## src/rtl/fcce_pkg.sv

```systemverilog
`timescale 1ns / 1ps
// ----------------------------------------------------------------------------
// fcce_pkg
// Shared types, widths and codes for the FAT cluster chain engine.
// ----------------------------------------------------------------------------
package fcce_pkg;

  // Table geometry
  localparam int TABLE_DEPTH = 65536;
  localparam int ADDR_W      = $clog2(TABLE_DEPTH);
  localparam int LIM_W       = ADDR_W + 1;

  // Field widths
  localparam int OP_W    = 3;
  localparam int CL_W    = 28;
  localparam int ENT_W   = 32;
  localparam int ST_W    = 2;
  localparam int LEN_W   = 17;
  localparam int CFG_W   = 17;
  localparam int TOP_W   = ENT_W - CL_W;
  localparam int PADDR_W = 3;

  // Entry constants
  localparam logic [CL_W-1:0] EOC_MARK = 28'hFFFFFF8;
  localparam logic [CFG_W-1:0] TABLE_ENTRIES_RST = 17'h10000;

  // Opcodes
  localparam logic [OP_W-1:0] OP_LOAD        = 3'd0;
  localparam logic [OP_W-1:0] OP_READ        = 3'd1;
  localparam logic [OP_W-1:0] OP_WALK        = 3'd2;
  localparam logic [OP_W-1:0] OP_ALLOC_AFTER = 3'd3;
  localparam logic [OP_W-1:0] OP_ALLOC_NEW   = 3'd4;

  // Status codes
  localparam logic [ST_W-1:0] ST_OK     = 2'd0;
  localparam logic [ST_W-1:0] ST_NOFREE = 2'd1;
  localparam logic [ST_W-1:0] ST_RANGE  = 2'd2;
  localparam logic [ST_W-1:0] ST_LOOP   = 2'd3;

  // Read address select
  localparam logic [1:0] RD_CL       = 2'd0;  // latched cluster
  localparam logic [1:0] RD_LINK     = 2'd1;  // link held in read data
  localparam logic [1:0] RD_ZERO     = 2'd2;  // first entry of a scan
  localparam logic [1:0] RD_NXT_SCAN = 2'd3;  // next entry of a scan

  // Write select
  localparam logic [1:0] WR_LOAD = 2'd0;  // raw value at cluster
  localparam logic [1:0] WR_LINK = 2'd1;  // link cluster to free entry
  localparam logic [1:0] WR_EOC  = 2'd2;  // end-of-chain at free entry

  // Result kind
  localparam logic [1:0] RES_NONE  = 2'd0;
  localparam logic [1:0] RES_ENTRY = 2'd1;
  localparam logic [1:0] RES_WALK  = 2'd2;
  localparam logic [1:0] RES_ALLOC = 2'd3;

  // Controller to datapath
  typedef struct packed {
    logic            load_in;
    logic            rd_en;
    logic [1:0]      rd_sel;
    logic            wr_en;
    logic [1:0]      wr_sel;
    logic            walk_init;
    logic            walk_step;
    logic            scan_init;
    logic            scan_step;
    logic            top_latch;
    logic            done;
    logic [ST_W-1:0] done_status;
    logic [1:0]      done_kind;
  } dp_cmd_t;

  // Datapath to controller
  typedef struct packed {
    logic [OP_W-1:0] op;
    logic            lim_zero;
    logic            cl_oor;
    logic            is_eoc;
    logic            cnt_full;
    logic            nxt_oor;
    logic            ent_zero;
    logic            scan_end;
  } dp_stat_t;

endpackage

```

## src/rtl/fcce_ctrl.sv

```systemverilog
`timescale 1ns / 1ps
// ----------------------------------------------------------------------------
// fcce_ctrl
// Sequencer for load, read, chain walk and free-entry allocation.
// ----------------------------------------------------------------------------
module fcce_ctrl
  import fcce_pkg::*;
(
  input  logic     clk,
  input  logic     rst_n,
  input  logic     start,
  output logic     busy,
  input  dp_stat_t stat,
  output dp_cmd_t  cmd
);

  localparam logic [2:0] S_IDLE    = 3'd0;
  localparam logic [2:0] S_DECODE  = 3'd1;
  localparam logic [2:0] S_RD_WAIT = 3'd2;
  localparam logic [2:0] S_WALK    = 3'd3;
  localparam logic [2:0] S_GET_CL  = 3'd4;
  localparam logic [2:0] S_SCAN    = 3'd5;
  localparam logic [2:0] S_WR_LINK = 3'd6;
  localparam logic [2:0] S_WR_EOC  = 3'd7;

  logic [2:0] state_r;
  logic [2:0] state_nxt;

  assign busy = (state_r != S_IDLE);

  // State register
  always_ff @(posedge clk) begin
    if (!rst_n) begin
      state_r <= S_IDLE;
    end else begin
      state_r <= state_nxt;
    end
  end

  // Next state and datapath commands
  always_comb begin
    state_nxt = state_r;
    cmd       = '0;
    unique case (state_r)
      S_IDLE: begin
        if (start) begin
          cmd.load_in = 1'b1;
          state_nxt   = S_DECODE;
        end
      end
      S_DECODE: begin
        unique case (stat.op)
          OP_LOAD: begin
            cmd.done = 1'b1;
            if (stat.cl_oor) begin
              cmd.done_status = ST_RANGE;
            end else begin
              cmd.wr_en       = 1'b1;
              cmd.wr_sel      = WR_LOAD;
              cmd.done_status = ST_OK;
              cmd.done_kind   = RES_NONE;
            end
            state_nxt = S_IDLE;
          end
          OP_READ: begin
            if (stat.cl_oor) begin
              cmd.done        = 1'b1;
              cmd.done_status = ST_RANGE;
              state_nxt       = S_IDLE;
            end else begin
              cmd.rd_en  = 1'b1;
              cmd.rd_sel = RD_CL;
              state_nxt  = S_RD_WAIT;
            end
          end
          OP_WALK: begin
            if (stat.lim_zero) begin
              cmd.done        = 1'b1;
              cmd.done_status = ST_LOOP;
              state_nxt       = S_IDLE;
            end else if (stat.cl_oor) begin
              cmd.done        = 1'b1;
              cmd.done_status = ST_RANGE;
              state_nxt       = S_IDLE;
            end else begin
              cmd.rd_en     = 1'b1;
              cmd.rd_sel    = RD_CL;
              cmd.walk_init = 1'b1;
              state_nxt     = S_WALK;
            end
          end
          OP_ALLOC_AFTER: begin
            if (stat.cl_oor) begin
              cmd.done        = 1'b1;
              cmd.done_status = ST_RANGE;
              state_nxt       = S_IDLE;
            end else begin
              cmd.rd_en  = 1'b1;
              cmd.rd_sel = RD_CL;
              state_nxt  = S_GET_CL;
            end
          end
          OP_ALLOC_NEW: begin
            if (stat.lim_zero) begin
              cmd.done        = 1'b1;
              cmd.done_status = ST_NOFREE;
              state_nxt       = S_IDLE;
            end else begin
              cmd.rd_en     = 1'b1;
              cmd.rd_sel    = RD_ZERO;
              cmd.scan_init = 1'b1;
              state_nxt     = S_SCAN;
            end
          end
          default: begin
            cmd.done        = 1'b1;
            cmd.done_status = ST_RANGE;
            state_nxt       = S_IDLE;
          end
        endcase
      end
      S_RD_WAIT: begin
        cmd.done        = 1'b1;
        cmd.done_status = ST_OK;
        cmd.done_kind   = RES_ENTRY;
        state_nxt       = S_IDLE;
      end
      // One link per cycle: check the entry just read, fetch the next
      S_WALK: begin
        if (stat.is_eoc) begin
          cmd.done        = 1'b1;
          cmd.done_status = ST_OK;
          cmd.done_kind   = RES_WALK;
          state_nxt       = S_IDLE;
        end else if (stat.cnt_full) begin
          cmd.done        = 1'b1;
          cmd.done_status = ST_LOOP;
          state_nxt       = S_IDLE;
        end else if (stat.nxt_oor) begin
          cmd.done        = 1'b1;
          cmd.done_status = ST_RANGE;
          state_nxt       = S_IDLE;
        end else begin
          cmd.rd_en     = 1'b1;
          cmd.rd_sel    = RD_LINK;
          cmd.walk_step = 1'b1;
        end
      end
      // Keep the top bits of the entry to be linked, then scan
      S_GET_CL: begin
        cmd.top_latch = 1'b1;
        if (stat.lim_zero) begin
          cmd.done        = 1'b1;
          cmd.done_status = ST_NOFREE;
          state_nxt       = S_IDLE;
        end else begin
          cmd.rd_en     = 1'b1;
          cmd.rd_sel    = RD_ZERO;
          cmd.scan_init = 1'b1;
          state_nxt     = S_SCAN;
        end
      end
      // One entry per cycle from entry zero up
      S_SCAN: begin
        if (stat.ent_zero) begin
          state_nxt = (stat.op == OP_ALLOC_AFTER) ? S_WR_LINK : S_WR_EOC;
        end else if (stat.scan_end) begin
          cmd.done        = 1'b1;
          cmd.done_status = ST_NOFREE;
          state_nxt       = S_IDLE;
        end else begin
          cmd.rd_en     = 1'b1;
          cmd.rd_sel    = RD_NXT_SCAN;
          cmd.scan_step = 1'b1;
        end
      end
      S_WR_LINK: begin
        cmd.wr_en  = 1'b1;
        cmd.wr_sel = WR_LINK;
        state_nxt  = S_WR_EOC;
      end
      S_WR_EOC: begin
        cmd.wr_en       = 1'b1;
        cmd.wr_sel      = WR_EOC;
        cmd.done        = 1'b1;
        cmd.done_status = ST_OK;
        cmd.done_kind   = RES_ALLOC;
        state_nxt       = S_IDLE;
      end
      default: begin
        state_nxt = S_IDLE;
      end
    endcase
  end

endmodule

```

## config.mk

```make
export PLATFORM = sky130hd
export DESIGN_NAME = fcce_ctrl
export DESIGN_NICKNAME = d
export VERILOG_FILES = /design/src/rtl/fcce_pkg.sv /design/src/rtl/fcce_ctrl.sv
export SDC_FILE = /design/constraint.sdc
export NUM_CORES = 1
export LEC_CHECK = 0
export BUFFER_PORTS_ARGS = -buffer_cell sky130_fd_sc_hd__buf_2
export CAP_MARGIN = 20
export CORE_MARGIN = 5
export CORE_UTILIZATION = 43
export CTS_CLUSTER_DIAMETER = 30
export DETAILED_ROUTE_END_ITERATION = 10
export GPL_TIMING_DRIVEN = 0
export PLACE_DENSITY = 0.86
export RECOVER_POWER = 100
export SETUP_SLACK_MARGIN = 0.15
export SYNTH_ARGS = -nofsm -noshare
export SYNTH_HDL_FRONTEND = slang
export SYNTH_SLANG_ARGS = --single-unit
```

## constraint.sdc

```tcl
create_clock -name clk -period 1.6 [get_ports clk]
set_input_delay 0.32 -clock clk [delete_from_list [all_inputs] [get_ports clk]]
set_output_delay 0.32 -clock clk [all_outputs]
set_load 0.02 [all_outputs]
```

==> impl_summary.txt, run 1 <==
----------------------------------------------------
[Status]
  Result of the run ... stopped before the end
  Tool error ... [ERROR DPL-0038] Utilization greater than 100%, impossible to legalize
  Failing step ... global routing (5_1_grt)

[Synth]
  Count of synthesis-stage warnings from yosys ... 0
  Area fraction of the dominant cell type after synthesis ... 0.105
  Post-synthesis register bit count ... 3
  Post-synth EDFFs ... 0
  Proportion of synthesized chip area in sequential cells ... 0.105
  Post-synthesis cell area ... 569 sq um
  Number of standard cells after synthesis ... 79
  Count of unique library cells instantiated by Yosys ... 43
  Library cell with the largest summed area after synthesis ... sky130_fd_sc_hd__dfxtp_1
  Average cell area after synthesis ... 7.21 sq um
  Number of nets in the synthesized netlist ... approximately 90
  Dominant cells by area after synthesis ... sky130_fd_sc_hd__dfxtp_1 (11%), sky130_fd_sc_hd__nor2_1 (6.6%), sky130_fd_sc_hd__mux2i_1 (5.3%), sky130_fd_sc_hd__nand2_1 (4.6%), sky130_fd_sc_hd__nor4_4 (3.7%)
  Dominant register cell in the synthesized netlist ... sky130_fd_sc_hd__dfxtp_1
  Fraction of registers with async set or reset after synthesis ... 0

[CTS]
  Cts hold-fix bufs ... 0
  Clock root cell ... sky130_fd_sc_hd__clkbuf_4
  Sinks on the clock net ... 3
  Clk buf depth ... 2
  Clock buffer count from CTS ... 3
  Max H-tree Level ... 1

[GRT]
  Maximum number of pins on one net before global-route repair ... 11

[Place]
  Routability congestion estimate ... 0.831
  Area after DPL ... slightly below 800 sq um
  DP Wirelength ... between 1000 and 1500 microns
  # port buffers ... 28

[Die]
  Initial Utilization ... 0.449
  Boundary pin count ... 31
  Standard-cell rows ... 13
  Die span in y ... between 40 and 50 microns
  X dimension of the die ... ~46 microns

[Timing]
  Worst EP kind ... output port
  Last worst endpoint in the global-route repair_timing ... cmd[15]

----------------------------------------------------
stage by stage:
| step | hold WS (ns) | cells | setup WS (ns) | util |
|---|---|---|---|---|
| after floorplan | 0.441 | 79 | 0.144 | - |
| after global placement | 0.547 | 122 | -0.0424 | 0.627 |
| after detailed placement | 0.543 | 122 | -0.0735 | 0.627 |
| after CTS | 0.356 | 141 | -0.137 | 0.876 |
cell usage after synthesis, types with 2 or more instances:
cell type                  number
sky130_fd_sc_hd__and2_1         2
sky130_fd_sc_hd__and3_1         2
sky130_fd_sc_hd__buf_2          3
sky130_fd_sc_hd__buf_4          2
sky130_fd_sc_hd__dfxtp_1        3
sky130_fd_sc_hd__inv_1          2
sky130_fd_sc_hd__mux2i_1        3
sky130_fd_sc_hd__nand2_1        7
sky130_fd_sc_hd__nand2b_1       3
sky130_fd_sc_hd__nand3_1        2
sky130_fd_sc_hd__nor2_1        10
sky130_fd_sc_hd__nor2b_1        3
sky130_fd_sc_hd__nor3b_1        2
sky130_fd_sc_hd__o211ai_1       2
sky130_fd_sc_hd__o21ai_0        3
sky130_fd_sc_hd__o21bai_1       2
sky130_fd_sc_hd__o22ai_1        2
kinds of logic after synthesis:
logic type | share of synthesized area
xor gates and xnor gates | 0.0154
buffers and inverters | 0.0923
AOI/OAI and AO/OA | 0.275
DFF | 0.105
muxes | 0.0527
and+or+nand+nor | 0.459
repair_timing:
item | CTS
buffers inserted | 15
pin swaps | 12
setup endpoints to repair | 17
gates resized for setup | 53
==> run 2: changes to the inputs <==
- CORE_AREA: default -> 5 5 66 68
- CORE_MARGIN: 5 -> default
- CORE_UTILIZATION: 43 -> default
- CTS_CLUSTER_DIAMETER: 30 -> default
- DIE_AREA: default -> 0 0 71 73
- PLACE_DENSITY: 0.86 -> default
- PLACE_DENSITY_LB_ADDON: default -> 0.15
- SETUP_SLACK_MARGIN: 0.15 -> default
==> run 2 against run 1 <==
  * The flow now finishes, with violations (setup timing)
  * Synthesized area is the same
  * Synthesized cell count stayed put
==> impl_summary.txt, run 2 <==
----------------------------------------------------
[GRT]
  Number of antenna violations at the first check in global routing ... 0
  Maximum number of pins on one net before global-route repair ... 11
  Via count of the first global-routing pass ... 770
  Overall Global Routing Usage ... 0.0862
  GR Overflow Total ... 0
  First-pass GRT wire length ... 3660 microns

[Synth]
  Dominant cells by area after synthesis ... sky130_fd_sc_hd__dfxtp_1 (11%), sky130_fd_sc_hd__nor2_1 (6.6%), sky130_fd_sc_hd__mux2i_1 (5.3%), sky130_fd_sc_hd__nand2_1 (4.6%), sky130_fd_sc_hd__nor4_4 (3.7%) (unchanged)
  Library cell with the largest summed area after synthesis ... sky130_fd_sc_hd__dfxtp_1 (unchanged)
  Most repeated cell in the gate-level netlist after synthesis ... sky130_fd_sc_hd__nor2_1 (unchanged)
  Post-synthesis register bit count ... 3 (unchanged)
  Dominant register cell in the synthesized netlist ... sky130_fd_sc_hd__dfxtp_1 (unchanged)
  Average cell area after synthesis ... 7.21 sq um (unchanged)
  Number of nets in the synthesized netlist ... 92 (unchanged)
  Count of synthesis-stage warnings from yosys ... 0 (unchanged)
  Number of standard cells after synthesis ... 79 (unchanged)
  Cell types with the highest counts after synthesis ... sky130_fd_sc_hd__nor2_1 (10), sky130_fd_sc_hd__nand2_1 (7) (unchanged)
  Post-synth EDFFs ... 0 (unchanged)
  Count of unique library cells instantiated by Yosys ... 43 (unchanged)
  Proportion of synthesized chip area in sequential cells ... 0.105 (unchanged)
  Area fraction of the dominant cell type after synthesis ... 0.105 (unchanged)
  Fraction of registers with async set or reset after synthesis ... 0 (unchanged)
  Post-synthesis cell area ... 569 sq um (unchanged)

[Setup path]
  Category of the worst setup path launch point ... flop
  Buffers & Inverters on Critical Path ... 2
  CP max stage cell ... sky130_fd_sc_hd__dfxtp_4
  Arrival time of data at the critical path endpoint ... 1.46 ns
  Maximum fanout along the worst path ... 7
  Kind of critical path ... flop to primary output
  Max stage delay on crit path ... between 0.3 and 0.4 ns
  Cells along the critical path ... buf_8 -> nand2b_4 -> nor4_4 -> o211ai_1 -> buf_4
  Required time of the critical path ... around 1.3 ns
  Nature of the critical path endpoint ... primary output
  CP delay by family, top ... simple AND/OR/NAND/NOR gates

[Pwr]
  IR Drop Worst-Case VDD ... between 0.0002 and 0.00025 V
  Clock power frac ... 0.398
  Fraction of power consumed by sequential logic ... 0.158
  Static leakage ... about 0.51 nW
  Net switching power of the design ... between 0.15 and 0.2 mW
  Pwr Density ... approximately 460 mW/mm^2
  Internal Power ... roughly 0.36 mW
  Share of total power consumed by net switching ... 0.333
  Combinational share of power ... 0.444
  Post-layout power ... about 0.54 mW

[Drt]
  Vias ... 760
  Via density ... ~4.3
  Detailed Routing Iterations Pass 1 ... 4
  Final routed DRC violation total ... 0
  Detailed-routed wire length on met3 ... 115 microns
  Wl on met1 ... between 1000 and 1500 microns
  Residual antenna-violating net count after detailed routing ... 0
  Post-detailed-routing wire length ... roughly 2400 microns
  Average wire per cell in the routed design ... about 14 microns
  Violation count after the first detailed-routing iteration ... 41
  Top sig layer ... met4
  Detail Route met2 WL ... approximately 1100 microns

[Finish]
  Diode count ... 0
  Final core utilization ... 0.310
  Area added between synthesis and finish ... 107%
  Top Registers ... state_r x3
  Top library cells by usage in the layout, fill and taps aside ... sky130_fd_sc_hd__buf_4 (19), sky130_fd_sc_hd__buf_6 (12), sky130_fd_sc_hd__buf_2 (9)
  Register area ... 71.3 sq um
  Number of filler cells placed in the layout ... 426
  Max FFs per register ... 3
  Multi-input gate area in the final layout ... between 500 and 600 sq um
  Final-stage net count ... ~140
  Share of cells above drive strength 1 ... 0.640
  Register name with the most flops ... state_r
  Most common cell after layout, fill and taps aside ... sky130_fd_sc_hd__buf_4

[Die]
  Boundary pin count ... 31 (unchanged)
  X dimension of the die ... 71 microns (was 46.4 microns)
  Die span in y ... 73 microns (was 46.4 microns)
  Floorplan die area ... about 0.0052 sq mm
  Placeable core region ... between 0.003 and 0.004 sq mm
  Initial Utilization ... 0.150 (was 0.449)
  Standard-cell rows ... 23 (was 13)

[CTS]
  Clock buffer count from CTS ... 3 (unchanged)
  Clock root cell ... sky130_fd_sc_hd__clkbuf_8 (was sky130_fd_sc_hd__clkbuf_4)
  Clk buf depth ... 2 (unchanged)
  Max H-tree Level ... 1 (unchanged)
  Clk Latency, worst-skew pair ... between 0.2 and 0.25 ns
  Clock tree from TritonCTS ... yes
  Sinks on the clock net ... 3 (unchanged)
  Clock-pin transition on the worst setup and hold timing paths ... 0.03 ns

[Timing]
  Setup Viol. Count Final ... 8
  Final period utilization ... 1.11
  Count of pins over their slew limit ... 0
  Final hold violation count ... 0
  Worst path setup slack after routing ... -0.176 ns
  RSZ-0062 raised after global routing ... yes
  Minimum clock period after layout ... about 1.8 ns
  Setup TNS after final layout ... -0.786 ns
  FMAX ... between 500 and 600 MHz
  Max_slew headroom ... 0.758
  Final clock skew ... about 0.0026 ns
  Transition time of the tightest slew-check pin ... between 0.3 and 0.4 ns

[Place]
  Routability congestion estimate ... 0.730 (was 0.831)
  DP Wirelength ... 1700 microns (was 1340 microns)
  Worst setup slack before clock tree synthesis ... -0.187 ns (was -0.0735 ns)
  # port buffers ... 28 (unchanged)

[Status]
  Violations in the final reports ... setup timing
  Result of the run ... finished, violations left (was stopped before the end)

[Job]
  Max-Cap Viols ... 0

[Worst hold path]
  Worst hold-check path type ... primary input to flop

----------------------------------------------------
run 2: timing repair:
| action | CTS | global route |
|---|---|---|
| pin swaps | 5 | 14 |
| hold endpoints to repair | 0 | 0 |
| endpoints found under the setup margin | 14 | 16 |
| setup buffers | 6 | 9 |
| resized for setup | 29 | 40 |
| hold buffers | 0 | 0 |
run 2: cell type report:
cell class,count,area share
multi-input combinational,67,0.509
timing repair buffer,42,0.270
sequential,3,0.0606
buffer,6,0.0574
tap,50,0.0531
clock buffer,4,0.0383
inverter,3,0.0117
run 2: layer usage:
| metal | vias up | track usage |
|---|---|---|
| met5 | - | 0 |
| met1 | 359 | 0.114 |
| met4 | 0 | 0.0125 |
| li1 | 378 | - |
| met2 | 21 | 0.142 |
| met3 | 2 | 0.0248 |
run 2: kinds of logic after synthesis:
kind of cell / synth area share
buf+inv: 0.0923
xor+xnor: 0.0154
flops: 0.105
simple gates: 0.459
compound gates: 0.275
mux: 0.0527
run 2: path summary, 6_finish.rpt:
check | startpoint | endpoint | slack [ns] | cells after the start
hold reg to reg | state_r[2]$_SDFFE_PN0P_ | state_r[1]$_SDFFE_PN0P_ | 0.65 | 3
setup / recovery | state_r[2]$_SDFFE_PN0P_ | cmd[4] | -0.18 | 5
hold / removal | rst_n | state_r[2]$_SDFFE_PN0P_ | 0.34 | 2
setup reg to reg | state_r[1]$_SDFFE_PN0P_ | state_r[0]$_SDFFE_PN0P_ | 0.25 | 5
run 2: power by group through the flow:
stage | logic, mW | registers (mW) | clock network [mW]
after floorplan | 0.108 | 0.0845 | 0
after global placement | 0.163 | 0.0861 | 0
after detailed placement | 0.163 | 0.0863 | 0
after CTS | 0.185 | 0.0842 | 0.220
after global routing | 0.258 | 0.0872 | 0.235
final | 0.242 | 0.0858 | 0.217
run 2: stage by stage:
| stage | cell area [sq um] | instances | hold slack [ns] |
|---|---|---|---|
| final | 1180 | 175 | 0.338 |
| after global routing | 1180 | 175 | 0.357 |
| after CTS | 960 | 167 | 0.335 |
| after detailed placement | 779 | 157 | 0.556 |
| after global placement | 779 | 157 | 0.555 |
| after floorplan | 577 | 79 | 0.442 |
(Power assumes the default switching activity.)
